$ cat config.mk
export PLATFORM = sky130hd
export DESIGN_NAME = json_string_unescape_decoder_top
export DESIGN_NICKNAME = d
export VERILOG_FILES = /design/src/design/jsu_pkg.sv /design/src/design/json_string_unescape_decoder_top.sv /design/src/design/jsu_front.sv /design/src/design/jsu_fifo.sv /design/src/design/jsu_back.sv
export SDC_FILE = /design/constraint.sdc
export NUM_CORES = 1
export LEC_CHECK = 0
export BUFFER_PORTS_ARGS = -buffer_cell sky130_fd_sc_hd__buf_2
export CORE_MARGIN = 2
export CORE_UTILIZATION = 54
export DETAILED_ROUTE_END_ITERATION = 10
export PLACE_DENSITY = 0.84
export SLEW_MARGIN = 10
export SYNTH_ARGS = -nofsm -noshare
export SYNTH_HDL_FRONTEND = slang
export SYNTH_HIERARCHICAL = 1
export SYNTH_SLANG_ARGS = --single-unit
$ cat constraint.sdc
create_clock -name clk -period 4.1 [get_ports clk]
set_input_delay 0.41 -clock clk [delete_from_list [all_inputs] [get_ports clk]]
set_output_delay 0.41 -clock clk [all_outputs]
set_load 0.03 [all_outputs]
$ cat src/design/jsu_pkg.sv
// Shared types, codes and character tables of the JSON string unescape decoder.
// No dependencies; used by every module of the block.
package jsu_pkg;

  // Error codes carried on the result channel.
  localparam logic [3:0] ErrNone        = 4'd0;
  localparam logic [3:0] ErrBadHex      = 4'd1;
  localparam logic [3:0] ErrUnknownEsc  = 4'd2;
  localparam logic [3:0] ErrUntermEsc   = 4'd3;
  localparam logic [3:0] ErrBadSurr     = 4'd4;
  localparam logic [3:0] ErrBadLead     = 4'd5;
  localparam logic [3:0] ErrBadCont     = 4'd6;
  localparam logic [3:0] ErrUnprintable = 4'd7;
  localparam logic [3:0] ErrUntermUtf8  = 4'd8;

  // Characters with a role in the syntax.
  localparam logic [7:0] ChBackslash = 8'h5c;
  localparam logic [7:0] ChU         = 8'h75;

  // Configuration port.
  localparam int unsigned CfgAddrW = 3;
  localparam logic        RegStrict = 1'b0;

  // Burst queue between parser and serializer.
  localparam int unsigned QDepth = 4;
  localparam int unsigned QPtrW  = $clog2(QDepth);
  localparam int unsigned QCntW  = $clog2(QDepth + 1);

  // All results caused by one input byte.
  typedef struct packed {
    logic [3:0][7:0] data;       // decoded bytes, entry 0 first
    logic [1:0]      last_idx;   // index of the final result
    logic            byte_valid; // results carry bytes
    logic [3:0]      err;        // error code of an error result
    logic            str_end;    // burst closes the string
  } jsu_burst_t;

  // {bad, value}: bad is set when b is no hex digit.
  function automatic logic [4:0] hex_value(input logic [7:0] b);
    logic [4:0] r;
    r = 5'h10;
    if (b >= 8'h30 && b <= 8'h39) r = {1'b0, b[3:0]};
    else if ((b >= 8'h61 && b <= 8'h66) || (b >= 8'h41 && b <= 8'h46))
      r = {1'b0, b[3:0] + 4'd9};
    return r;
  endfunction

  // {hit, byte} for the single-character escapes.
  function automatic logic [8:0] simple_escape(input logic [7:0] b);
    logic [8:0] r;
    r = 9'h000;
    case (b)
      8'h62:   r = {1'b1, 8'h08};
      8'h66:   r = {1'b1, 8'h0c};
      8'h6e:   r = {1'b1, 8'h0a};
      8'h72:   r = {1'b1, 8'h0d};
      8'h74:   r = {1'b1, 8'h09};
      8'h5c:   r = {1'b1, 8'h5c};
      8'h2f:   r = {1'b1, 8'h2f};
      8'h22:   r = {1'b1, 8'h22};
      default: r = 9'h000;
    endcase
    return r;
  endfunction

  // Sequence length of a byte at or above 80h; zero when it is no lead.
  function automatic logic [2:0] lead_length(input logic [7:0] b);
    logic [2:0] r;
    if (b < 8'hc0)      r = 3'd0;
    else if (b < 8'he0) r = 3'd2;
    else if (b < 8'hf0) r = 3'd3;
    else if (b < 8'hf8) r = 3'd4;
    else if (b < 8'hfc) r = 3'd5;
    else if (b < 8'hfe) r = 3'd6;
    else                r = 3'd0;
    return r;
  endfunction

endpackage

$ cat src/design/json_string_unescape_decoder_top.sv
// JSON string unescape decoder, top level. Takes one string-body byte per
// transfer and returns decoded UTF-8 bytes, error codes and end markers.
// Depends on jsu_pkg, jsu_front, jsu_fifo and jsu_back.
//
// Users: an input byte is taken whenever the burst queue has room, so bytes
// stream in at one per clock. Each byte causes zero to four results (a
// surrogate pair decodes into four), which leave through the output queue
// interface at one result per cycle while the receiver keeps popping; the
// serializer in the back part sets the output rate, and a four-entry burst
// queue lets the input side keep going while a long burst drains. A string
// whose first error is seen reports a single error result, drops the rest
// of its bytes, and still closes with a result that has string_end set. The
// strict_printable register (address 0, bit 0) must only be written while no
// string data is in flight; no clearing pass is needed after reset.
module json_string_unescape_decoder_top (
  input  logic                        clk,
  input  logic                        rst_n,
  // Input channel.
  input  logic                        push,
  output logic                        full,
  input  logic [7:0]                  in_byte,
  input  logic                        in_last,
  // Result channel.
  output logic                        empty,
  input  logic                        pop,
  output logic [7:0]                  out_byte,
  output logic                        out_byte_valid,
  output logic [3:0]                  out_error_code,
  output logic                        out_string_end,
  output logic                        out_run_last,
  // Configuration port.
  input  logic                        psel,
  input  logic                        penable,
  input  logic                        pwrite,
  input  logic [jsu_pkg::CfgAddrW-1:0] paddr,
  input  logic [31:0]                 pwdata,
  output logic [31:0]                 prdata,
  output logic                        pready
);

  logic                strict_r;
  logic                accept;
  logic                burst_push;
  jsu_pkg::jsu_burst_t burst;
  jsu_pkg::jsu_burst_t head;
  logic                q_full, q_empty, q_pop;

  // Configuration: one register, written on the access phase of a transfer.
  assign pready = 1'b1;
  assign prdata = (paddr[2] == jsu_pkg::RegStrict) ? {31'd0, strict_r} : 32'd0;

  always_ff @(posedge clk) begin
    if (!rst_n) begin
      strict_r <= 1'b0;
    end else if (psel && penable && pwrite && pready && paddr[2] == jsu_pkg::RegStrict) begin
      strict_r <= pwdata[0];
    end
  end

  // Input is held off only while the burst queue is full, which keeps the
  // parser state in step with the bursts already queued.
  assign full   = q_full;
  assign accept = push && !q_full;

  jsu_front u_front (
    .clk        (clk),
    .rst_n      (rst_n),
    .strict     (strict_r),
    .accept     (accept),
    .in_byte    (in_byte),
    .in_last    (in_last),
    .burst_push (burst_push),
    .burst      (burst)
  );

  jsu_fifo u_fifo (
    .clk   (clk),
    .rst_n (rst_n),
    .push  (burst_push),
    .wdata (burst),
    .pop   (q_pop),
    .rdata (head),
    .full  (q_full),
    .empty (q_empty)
  );

  jsu_back u_back (
    .clk            (clk),
    .rst_n          (rst_n),
    .head           (head),
    .q_empty        (q_empty),
    .q_pop          (q_pop),
    .pop            (pop),
    .empty          (empty),
    .out_byte       (out_byte),
    .out_byte_valid (out_byte_valid),
    .out_error_code (out_error_code),
    .out_string_end (out_string_end),
    .out_run_last   (out_run_last)
  );

endmodule

$ cat src/design/jsu_front.sv
// Parser of the JSON string unescape decoder: tracks escapes, hex and UTF-8 state
// and makes at most one burst of results per accepted byte. Depends on jsu_pkg.
module jsu_front (
  input  logic               clk,
  input  logic               rst_n,
  input  logic               strict,
  input  logic               accept,
  input  logic [7:0]         in_byte,
  input  logic               in_last,
  output logic               burst_push,
  output jsu_pkg::jsu_burst_t burst
);

  typedef enum logic [2:0] {
    M_TEXT, M_ESC, M_HEX, M_PAIR_BS, M_PAIR_U, M_PAIR_HEX
  } mode_t;

  mode_t       mode_r, mode_nxt;
  logic [15:0] acc_r, acc_nxt;
  logic [1:0]  cnt_r, cnt_nxt;
  logic [15:0] hs_r, hs_nxt;
  logic [2:0]  rem_r, rem_nxt;
  logic        drop_r, drop_nxt;

  logic [3:0][7:0] bytes;
  logic [2:0]      n;
  logic [3:0]      err;
  logic [8:0]      esc;
  logic [4:0]      hex;
  logic [15:0]     new_acc;
  logic [2:0]      len;
  logic [20:0]     cp;
  logic            emit;

  assign esc     = jsu_pkg::simple_escape(in_byte);
  assign hex     = jsu_pkg::hex_value(in_byte);
  assign new_acc = {acc_r[11:0], hex[3:0]};
  assign len     = jsu_pkg::lead_length(in_byte);
  assign cp      = 21'h10000 + {1'b0, hs_r[9:0], new_acc[9:0]};

  always_comb begin
    mode_nxt = mode_r;
    acc_nxt  = acc_r;
    cnt_nxt  = cnt_r;
    hs_nxt   = hs_r;
    rem_nxt  = rem_r;
    drop_nxt = drop_r;
    bytes    = '0;
    n        = 3'd0;
    err      = jsu_pkg::ErrNone;
    emit     = 1'b0;
    burst    = '0;

    if (drop_r) begin
      // The string already failed; only its final byte yields an end marker.
      if (in_last) begin
        emit          = 1'b1;
        burst.str_end = 1'b1;
        drop_nxt      = 1'b0;
      end
    end else begin
      unique case (mode_r)
        M_ESC: begin
          if (esc[8]) begin
            bytes[0] = esc[7:0];
            n        = 3'd1;
            mode_nxt = M_TEXT;
          end else if (in_byte == jsu_pkg::ChU) begin
            mode_nxt = M_HEX;
            acc_nxt  = '0;
            cnt_nxt  = '0;
          end else begin
            err = jsu_pkg::ErrUnknownEsc;
          end
        end
        M_HEX, M_PAIR_HEX: begin
          if (in_last && cnt_r != 2'd3) begin
            err = (mode_r == M_HEX) ? jsu_pkg::ErrUntermEsc : jsu_pkg::ErrBadSurr;
          end else if (hex[4]) begin
            err = jsu_pkg::ErrBadHex;
          end else if (cnt_r != 2'd3) begin
            acc_nxt = new_acc;
            cnt_nxt = cnt_r + 2'd1;
          end else begin
            acc_nxt = '0;
            cnt_nxt = '0;
            if (mode_r == M_HEX) begin
              if (new_acc < 16'hd800 || new_acc > 16'hdfff) begin
                mode_nxt = M_TEXT;
                if (new_acc < 16'h0080) begin
                  bytes[0] = new_acc[7:0];
                  n        = 3'd1;
                end else if (new_acc < 16'h0800) begin
                  bytes[0] = {3'b110, new_acc[10:6]};
                  bytes[1] = {2'b10, new_acc[5:0]};
                  n        = 3'd2;
                end else begin
                  bytes[0] = {4'b1110, new_acc[15:12]};
                  bytes[1] = {2'b10, new_acc[11:6]};
                  bytes[2] = {2'b10, new_acc[5:0]};
                  n        = 3'd3;
                end
              end else begin
                hs_nxt   = new_acc;
                mode_nxt = M_PAIR_BS;
              end
            end else if (hs_r[15:10] != 6'b110110 || new_acc[15:10] != 6'b110111) begin
              err = jsu_pkg::ErrBadSurr;
            end else begin
              bytes[0] = {5'b11110, cp[20:18]};
              bytes[1] = {2'b10, cp[17:12]};
              bytes[2] = {2'b10, cp[11:6]};
              bytes[3] = {2'b10, cp[5:0]};
              n        = 3'd4;
              mode_nxt = M_TEXT;
            end
          end
        end
        M_PAIR_BS: begin
          if (in_byte == jsu_pkg::ChBackslash) mode_nxt = M_PAIR_U;
          else err = jsu_pkg::ErrBadSurr;
        end
        M_PAIR_U: begin
          if (in_byte == jsu_pkg::ChU) begin
            mode_nxt = M_PAIR_HEX;
            acc_nxt  = '0;
            cnt_nxt  = '0;
          end else begin
            err = jsu_pkg::ErrBadSurr;
          end
        end
        default: begin
          mode_nxt = M_TEXT;
          if (rem_r != 3'd0) begin
            if (in_byte[7:6] == 2'b10) begin
              rem_nxt  = rem_r - 3'd1;
              bytes[0] = in_byte;
              n        = 3'd1;
            end else begin
              err = jsu_pkg::ErrBadCont;
            end
          end else if (in_byte == jsu_pkg::ChBackslash) begin
            mode_nxt = M_ESC;
          end else if (!in_byte[7]) begin
            if (strict && (in_byte < 8'h20 || in_byte == 8'h7f)) begin
              err = jsu_pkg::ErrUnprintable;
            end else begin
              bytes[0] = in_byte;
              n        = 3'd1;
            end
          end else if (len == 3'd0) begin
            err = jsu_pkg::ErrBadLead;
          end else begin
            rem_nxt  = len - 3'd1;
            bytes[0] = in_byte;
            n        = 3'd1;
          end
        end
      endcase

      // A string may not end inside an escape or a multi-byte sequence.
      if (err == jsu_pkg::ErrNone && in_last) begin
        if (mode_nxt == M_ESC || mode_nxt == M_HEX) err = jsu_pkg::ErrUntermEsc;
        else if (mode_nxt != M_TEXT) err = jsu_pkg::ErrBadSurr;
        else if (rem_nxt != 3'd0) err = jsu_pkg::ErrUntermUtf8;
      end

      if (err != jsu_pkg::ErrNone) begin
        emit          = 1'b1;
        burst.err     = err;
        burst.str_end = in_last;
        drop_nxt      = !in_last;
      end else if (n != 3'd0) begin
        emit             = 1'b1;
        burst.data       = bytes;
        burst.last_idx   = 2'(n - 3'd1);
        burst.byte_valid = 1'b1;
        burst.str_end    = in_last;
      end else if (in_last) begin
        emit          = 1'b1;
        burst.str_end = 1'b1;
      end

      if (err != jsu_pkg::ErrNone || in_last) begin
        mode_nxt = M_TEXT;
        acc_nxt  = '0;
        cnt_nxt  = '0;
        hs_nxt   = '0;
        rem_nxt  = '0;
      end
    end
  end

  assign burst_push = accept && emit;

  always_ff @(posedge clk) begin
    if (!rst_n) begin
      mode_r <= M_TEXT;
      acc_r  <= '0;
      cnt_r  <= '0;
      hs_r   <= '0;
      rem_r  <= '0;
      drop_r <= 1'b0;
    end else if (accept) begin
      mode_r <= mode_nxt;
      acc_r  <= acc_nxt;
      cnt_r  <= cnt_nxt;
      hs_r   <= hs_nxt;
      rem_r  <= rem_nxt;
      drop_r <= drop_nxt;
    end
  end

endmodule

$ cat src/design/jsu_fifo.sv
// Short queue of result bursts between the parser and the serializer.
// Depends on jsu_pkg for the burst type and depth.
module jsu_fifo (
  input  logic                clk,
  input  logic                rst_n,
  input  logic                push,
  input  jsu_pkg::jsu_burst_t wdata,
  input  logic                pop,
  output jsu_pkg::jsu_burst_t rdata,
  output logic                full,
  output logic                empty
);

  jsu_pkg::jsu_burst_t              mem_r [jsu_pkg::QDepth];
  logic [jsu_pkg::QPtrW-1:0]        wptr_r, rptr_r;
  logic [jsu_pkg::QCntW-1:0]        cnt_r;

  assign full  = (cnt_r == jsu_pkg::QCntW'(jsu_pkg::QDepth));
  assign empty = (cnt_r == '0);
  assign rdata = mem_r[rptr_r];

  always_ff @(posedge clk) begin
    if (push) mem_r[wptr_r] <= wdata;
  end

  always_ff @(posedge clk) begin
    if (!rst_n) begin
      wptr_r <= '0;
      rptr_r <= '0;
      cnt_r  <= '0;
    end else begin
      if (push) wptr_r <= wptr_r + 1'b1;
      if (pop)  rptr_r <= rptr_r + 1'b1;
      if (push && !pop)      cnt_r <= cnt_r + 1'b1;
      else if (pop && !push) cnt_r <= cnt_r - 1'b1;
    end
  end

endmodule

$ cat src/design/jsu_back.sv
// Serializer of the JSON string unescape decoder: walks each queued burst one
// result per cycle into the output register as pops allow. Depends on jsu_pkg.
module jsu_back (
  input  logic                clk,
  input  logic                rst_n,
  input  jsu_pkg::jsu_burst_t head,
  input  logic                q_empty,
  output logic                q_pop,
  input  logic                pop,
  output logic                empty,
  output logic [7:0]          out_byte,
  output logic                out_byte_valid,
  output logic [3:0]          out_error_code,
  output logic                out_string_end,
  output logic                out_run_last
);

  logic       valid_r;
  logic [1:0] idx_r;
  logic       load;
  logic       fin;

  assign load  = !q_empty && (!valid_r || pop);
  assign fin   = (idx_r == head.last_idx);
  assign q_pop = load && fin;
  assign empty = !valid_r;

  always_ff @(posedge clk) begin
    if (load) begin
      out_byte       <= head.data[idx_r];
      out_byte_valid <= head.byte_valid;
      out_error_code <= head.err;
      out_string_end <= head.str_end && fin;
      out_run_last   <= fin;
    end
  end

  always_ff @(posedge clk) begin
    if (!rst_n) begin
      valid_r <= 1'b0;
      idx_r   <= '0;
    end else begin
      if (load)     valid_r <= 1'b1;
      else if (pop) valid_r <= 1'b0;
      if (load) idx_r <= fin ? 2'd0 : idx_r + 2'd1;
    end
  end

endmodule

# After elaboration in Yosys (flattened, before gate mapping)
# Memory sizes are Yosys's and may differ from the RTL's. A register that Yosys moved wholly into a read port is not among the register bits.
# Cells that the tools add are included.
[totals]
ff_bits = 67
ramBits = 160
out_inout_bits = 50
wordCells = 266
memories = 1
[op_classes]
add_sub_neg = 11
n_lt_le_gt_ge = 18
n_eq_ne = 30
n_mux = 139
bitwise = 2
n_reduce_logical = 48
[mem_list]
columns = ["memory", "depth", "width", "read_ports", "rd_ports_with_merged_regs", "write_ports", "line_no", "source"]
rows = [
  ["u_fifo.mem_r", 4, 40, 1, 1, 1, "jsu_fifo.sv:14", "jsu_pkg::jsu_burst_t mem_r [jsu_pkg::QDepth];"],
]
[op_table]
columns = ["operator", "n"]
rows = [
  ["$mux W16", 14],
  ["$mux W3", 46],
  ["$mux W32", 4],
  ["$mux W8", 10],
  ["$mux W24", 3],
  ["$pmux W9 S8", 1],
  ["$mux W35", 2],
  ["$eq A8 B7 Y1 const B", 8],
  ["$mux W4", 15],
  ["$lt A8 B8 Y1 const B", 6],
  ["$pmux W16 S3", 1],
  ["$mux W39", 1],
  ["$pmux W8 S3", 1],
  ["$mux W2", 11],
  ["$add A17 B20 Y21 const A", 1],
  ["$mux W1", 21],
  ["$bmux W8 S2", 1],
  ["$eq A8 B6 Y1 const B", 2],
  ["$ge A8 B7 Y1 const B", 2],
  ["$gt A16 B16 Y1 const B", 1],
  ["$le A8 B7 Y1 const B", 2],
  ["$logic_and A1 B1 Y1", 16],
  ["$lt A16 B12 Y1 const B", 1],
  ["$lt A16 B16 Y1 const B", 1],
  ["38 further kinds", 77],
]

# Depth between registers and ports, before layout
[logic_depth]
word_depth = 28
mapped_depth = 20
depth_no_buf = 18

# By module
# The synthesis kept the hierarchy.
[modules_own_cells]
columns = ["module", "n_inst", "cells_each", "area_per_inst_um2"]
rows = [
  ["jsu_fifo", 1, 252, 6262.3],
  ["jsu_front", 1, 466, 3467.1],
  ["jsu_back", 1, 50, 865.8],
  ["json_string_unescape_decoder_top", 1, 41, 321.6],
]

# Worst setup path after synthesis
# OpenSTA, ideal clock, no wires.
[synth_timing]
path_type = "input -> register"
from = "in in_byte[2]"
to = "mem u_fifo/mem_r[0][0] in the netlist's numbering, enable pin"
setup_ns = 0.401
t_arrival_ns = 3.996
required_ns = 3.699
path_slack_ns = -0.298
cell_stages = 15
n_path_buf = 2
cell_sequence = "buf_2 > and2_1 > a21oi_1 > nand3b_1 > ha_1 > ha_1 > a21boi_0 > or2_2 > a32o_1 > o21ai_0 > ha_1 > and2_1 > clkbuf_1 > a31oi_1 > and2_1"
[synth_between]
elab_chain_len = 26
elab_cells_between_ends = 113
cone_classes = "2 x add/sub; 17 x order compare; 12 x eq/ne; 66 x mux; 16 x reduce/logical"
[synth_lines]
columns = ["item", "line_no", "source"]
rows = [
  ["from (decl)", "json_string_unescape_decoder_top.sv:21", "input logic [7:0] in_byte,"],
  ["parallel branches: the longest is 21 deep, another holds $lt A16 B16 Y1", "n/a", ""],
  ["$mux W1 *", "jsu_front.sv:168", "if (err != jsu_pkg::ErrNone) begin"],
  ["$mux W1 *", "jsu_front.sv:54", "if (drop_r) begin"],
  ["$logic_and A1 B1 Y1 *", "jsu_front.sv:194", "assign burst_push = accept && emit;"],
  ["net burst_push", "json_string_unescape_decoder_top.sv:43", "logic burst_push;"],
  ["$mux W1 *", "jsu_fifo.sv:23", "if (push) mem_r[wptr_r] <= wdata;"],
  ["$mux W1 (not written as such) *", "jsu_fifo.sv:23", ""],
  ["to (decl)", "jsu_fifo.sv:14", ""],
]
# Mark *: on every way through the listed nets, which the timed path passes. The select of a mux whose other input is x is not followed.

# Final worst setup path
[layout_timing]
from = "reg u_front.rem_r[0]"
to = "reg u_fifo/cnt_r[2] in the netlist's numbering"
[layout_between]
elab_chain_len = 19
elab_cells_between_ends = 41
cone_classes = "1 x add/sub; 2 x eq/ne; 25 x mux; 13 x reduce/logical"
[layout_lines]
columns = ["item", "line_no", "source"]
rows = [
  ["from (decl)", "jsu_front.sv:22", "logic [2:0] rem_r, rem_nxt;"],
  ["from (signal assigned)", "jsu_front.sv:209", "rem_r <= rem_nxt;"],
  ["parallel branches: the longest is 13 deep, another holds $sub A3 B1 Y3", "n/a", ""],
  ["$mux W1 *", "jsu_front.sv:168", ""],
  ["$mux W1 *", "jsu_front.sv:54", ""],
  ["$logic_and A1 B1 Y1 *", "jsu_front.sv:194", ""],
  ["net burst_push", "json_string_unescape_decoder_top.sv:43", ""],
  ["$logic_not A1 Y1", "jsu_fifo.sv:35", "else if (pop && !push) cnt_r <= cnt_r - 1'b1;"],
  ["$logic_and A1 B1 Y1", "jsu_fifo.sv:35", ""],
  ["$reduce_bool A2 Y1 (no line)", "n/a", ""],
  ["to (signal assigned)", "jsu_fifo.sv:34", "if (push && !pop) cnt_r <= cnt_r + 1'b1;"],
  ["to (signal assigned)", "jsu_fifo.sv:35", ""],
  ["to (decl)", "jsu_fifo.sv:16", "logic [jsu_pkg::QCntW-1:0] cnt_r;"],
]
# Marks and branches as above.
# A chain may end at the register's enable or synchronous reset.

==> results_dict.tcl <==
set metrics [dict create \
    status "finished clean" \
    worstReg2RegEnd "u_fifo/cnt_r[2]$_SDFFE_PN0P_" \
    use_met2_pct 40.7 \
    post-cts-setup-buffers 0 \
    route.detailed.wl_per_inst_um 21.6 \
    ys_seq_area_share_pct 57.3 \
    drt_wl_total_mm 25.3 \
    busiest_layer "met2" \
    rsz0062_at_grt "no" \
    dr.pass1.iters 5 \
    grt_pass1_vias 7223 \
    io_pins 101 \
    worstMarginPinSlew_ns 0.820 \
    layout_commonest_cell "edfxtp_1" \
    p_int_mw 4.79 \
    timing.fmax_mhz 266 \
    finalHoldViolCount 0 \
    grt_max_degree 54 \
    die_width_um 146 \
    setup_tns_ns 0 \
    cts_hold_buf 0 \
    skew_ns 0.0109 \
    worst-r2r-cell-count 15 \
    gp_congestion 0.977 \
    crit_fanout 12 \
    mostFrequentLayoutCells "edfxtp_1, buf_4, dfxtp_1" \
    dpl.hpwl_mm 17.3 \
    p_comb_share_pct 24.8 \
    synth_edf_count 175 \
    leakagePower_nw 4.37 \
    whs_path_depth 3 \
    ff2ff_setup_slack_ns 0.34 \
    cp-start-kind "register" \
    synth.cell_area_um2 10900 \
    reg2reg_from "u_front/rem_r[0]$_SDFFE_PN0P_" \
    die_h_um 146 \
    drcViolationCount 0 \
    grt_util_met1_pct 31.5 \
    switching_share_pct 29.4 \
    nets 952 \
    cts-buffers-inserted 23 \
    whs_ns 0.137 \
    min_to "strict_r$_SDFFE_PN0P_" \
    path_clk_slew_ns 0.07 \
    syn_inst 809 \
    cts_buffer_depth 3 \
    worstHoldPathType "in2reg" \
    core.rowCount 52 \
    clock_latency_ns 0.51 \
    final.min_clock_period_ns 3.76 \
    vias 7190 \
    ys_types 86 \
    cts_tree "yes" \
    grt-ovfl-total 0 \
    p_sw_mw 1.99 \
    cts_resized 0 \
    viasPerCell 6.14 \
    yosys_most_used_dff "edfxtp_1" \
    drt_iter0_drc 666 \
    floorplan.initialDensity_pct 54.5 \
    critPathKind "reg2reg" \
    pwr-share-clk_pct 30.8 \
    final_antenna_net_count 0 \
    grt_pass1_wl_mm 39.9 \
    syn_area_per_cell_um2 13.5 \
    synth_warnings 6 \
    setup_viol 0 \
    cts_max_level 1 \
    n_antenna_cell 0 \
    postSynth.asyncResetShare_pct 0 \
    p_per_area_nw_per_um2 549 \
    worstPathArrival_ns 4.19 \
    coreArea_um2 20000 \
    die-area_um2 21400 \
    root_buffer "clkbuf_16" \
    min_from "pwdata[0]" \
    endpoint_kind "register" \
    grt.total_usage_pct 23.9 \
    antenna_found_initial 0 \
    synth-seq-cells 225 \
    max_slew_margin_pct 44.9 \
    fin_crit_sh_pct 91.7 \
    pwr-share-seq_pct 44.3 \
    port_buffers 35 \
    cts_sinks 225 \
    ys_top_cells_by_area "edfxtp_1, mux4_2, dfxtp_1" \
    max_cap_violations 0 \
    yosysTopAreaCell "edfxtp_1" \
    worstPathRequired_ns 4.54 \
    drive_above_1_share_pct 24.3 \
    slew_violations 0 \
    syn_to_final_growth_pct 13.2 \
    synth_top_area_share_pct 48.1 \
    grtUsageMet3_pct 3.47 \
    ir_drop_mv 0.286 \
]
-- state kept, by name, summed over array words and instances (netlist names), 3 cells and up, named ones only --
signal and cells:
u_front/acc_r 12, u_back/out_error_code 4, u_front/hs_r 16, u_fifo/mem_r 160, u_fifo/cnt_r 3, u_back/out_byte 8
u_front/rem_r 3, u_front/mode_r 3
-- critical path, cell delays in order (launching register included) --
cell	delay (ns)
dfxtp_1	0.31
inv_1	0.10
ha_1	0.16
ha_1	0.40
inv_1	0.17
nor4_1	0.45
o32ai_1	0.24
nand2_1	0.14
nor2_1	0.09
a31oi_4	0.26
ha_1	0.25
inv_1	0.08
fa_1	0.38
xor2_1	0.18
or3_1	0.30
a21boi_0	0.16
-- final cells by class --
class	count	area (µm²)
sequential	225	6260
fill	1488	7680
timing repair buffer	100	751
inverter	23	86.3
clock inverter	16	166
multi-input combinational	511	4170
clock buffer	26	587
tap	270	338
-- stage by stage --
stage | utilization [%] | total power [mW] | instances | cell area [µm²] | setup WS [ns]
after floorplan | - | 4.33 | 841 | 11100 | 0.0275
after global placement | 57.9 | 4.64 | 1129 | 11600 | 0.151
after detailed placement | 57.9 | 4.72 | 1129 | 11600 | 0.0782
after CTS | 61.7 | 6.83 | 1171 | 12400 | 0.420
after global routing | 61.7 | 7.04 | 1171 | 12400 | 0.121
final | 61.7 | 6.78 | 1171 | 12400 | 0.342
-- synthesized netlist by cell type (6+ instances only) --
cell type  count
a211oi_1       6
a21boi_0       6
a21oi_1       28
a22o_1        13
a22oi_1        9
and2_1        19
and3_1         8
buf_2         16
buf_4         36
clkbuf_1      22
dfxtp_1       50
edfxtp_1     175
ha_1          16
inv_1         23
mux2i_1        7
mux4_2        46
nand2_1       47
nand3_1       41
nand4_1        6
nor2_1        30
nor2b_1       11
nor3_1        12
nor4_1        16
nor4b_1        7
o21ai_0       28
xnor2_1        8
-- how the worst max path moves through the flow --
stage | startpoint | to | slack, ns | depth (start not counted)
final | u_front/rem_r[0]$_SDFFE_PN0P_ | u_fifo/cnt_r[2]$_SDFFE_PN0P_ | 0.34 | 15
after detailed placement | in_byte[5] | u_fifo/cnt_r[2]$_SDFFE_PN0P_ | 0.08 | 18
after CTS | u_front/rem_r[0]$_SDFFE_PN0P_ | u_fifo/cnt_r[2]$_SDFFE_PN0P_ | 0.42 | 15
after floorplan | in_byte[2] | u_fifo/cnt_r[2]$_SDFFE_PN0P_ | 0.03 | 20
after global placement | in_byte[1] | u_fifo/cnt_r[2]$_SDFFE_PN0P_ | 0.15 | 19
after global routing | u_front/rem_r[0]$_SDFFE_PN0P_ | u_fifo/cnt_r[2]$_SDFFE_PN0P_ | 0.12 | 15
-- power by group through the flow --
stage | clock network [mW] | registers (mW) | logic [mW]
global route | 2.20 | 3.04 | 1.80
global placement | 0 | 3.03 | 1.61
CTS | 2.12 | 3.01 | 1.69
finish | 2.09 | 3.01 | 1.68
floorplan | 0 | 3.13 | 1.20
detailed placement | 0 | 3.05 | 1.67
-- layer usage --
layer  share of wire [%]  vias to the layer above
met3                 5.8                       61
met2                  50                      297
li1                    -                     3248
met5                   0                        -
met4                 3.0                        0
met1                  41                     3584
-- cell families (layout without fill, tap and decap cells) --
| kind of cell | Yosys count | in the layout | share of synthesized area (%) |
|---|---|---|---|
| compound gates | 154 | 154 | 10.7 |
| xor+xnor | 11 | 11 | 0.883 |
| fa+ha+maj | 17 | 17 | 2.02 |
| buf+inv | 105 | 165 | 5.90 |
| flops | 225 | 225 | 57.3 |
| mux | 56 | 56 | 10.7 |
| other cells | 3 | 35 | 0.103 |
| simple gates | 238 | 238 | 12.4 |
No activity file was read; power rests on OpenSTA's default activity.
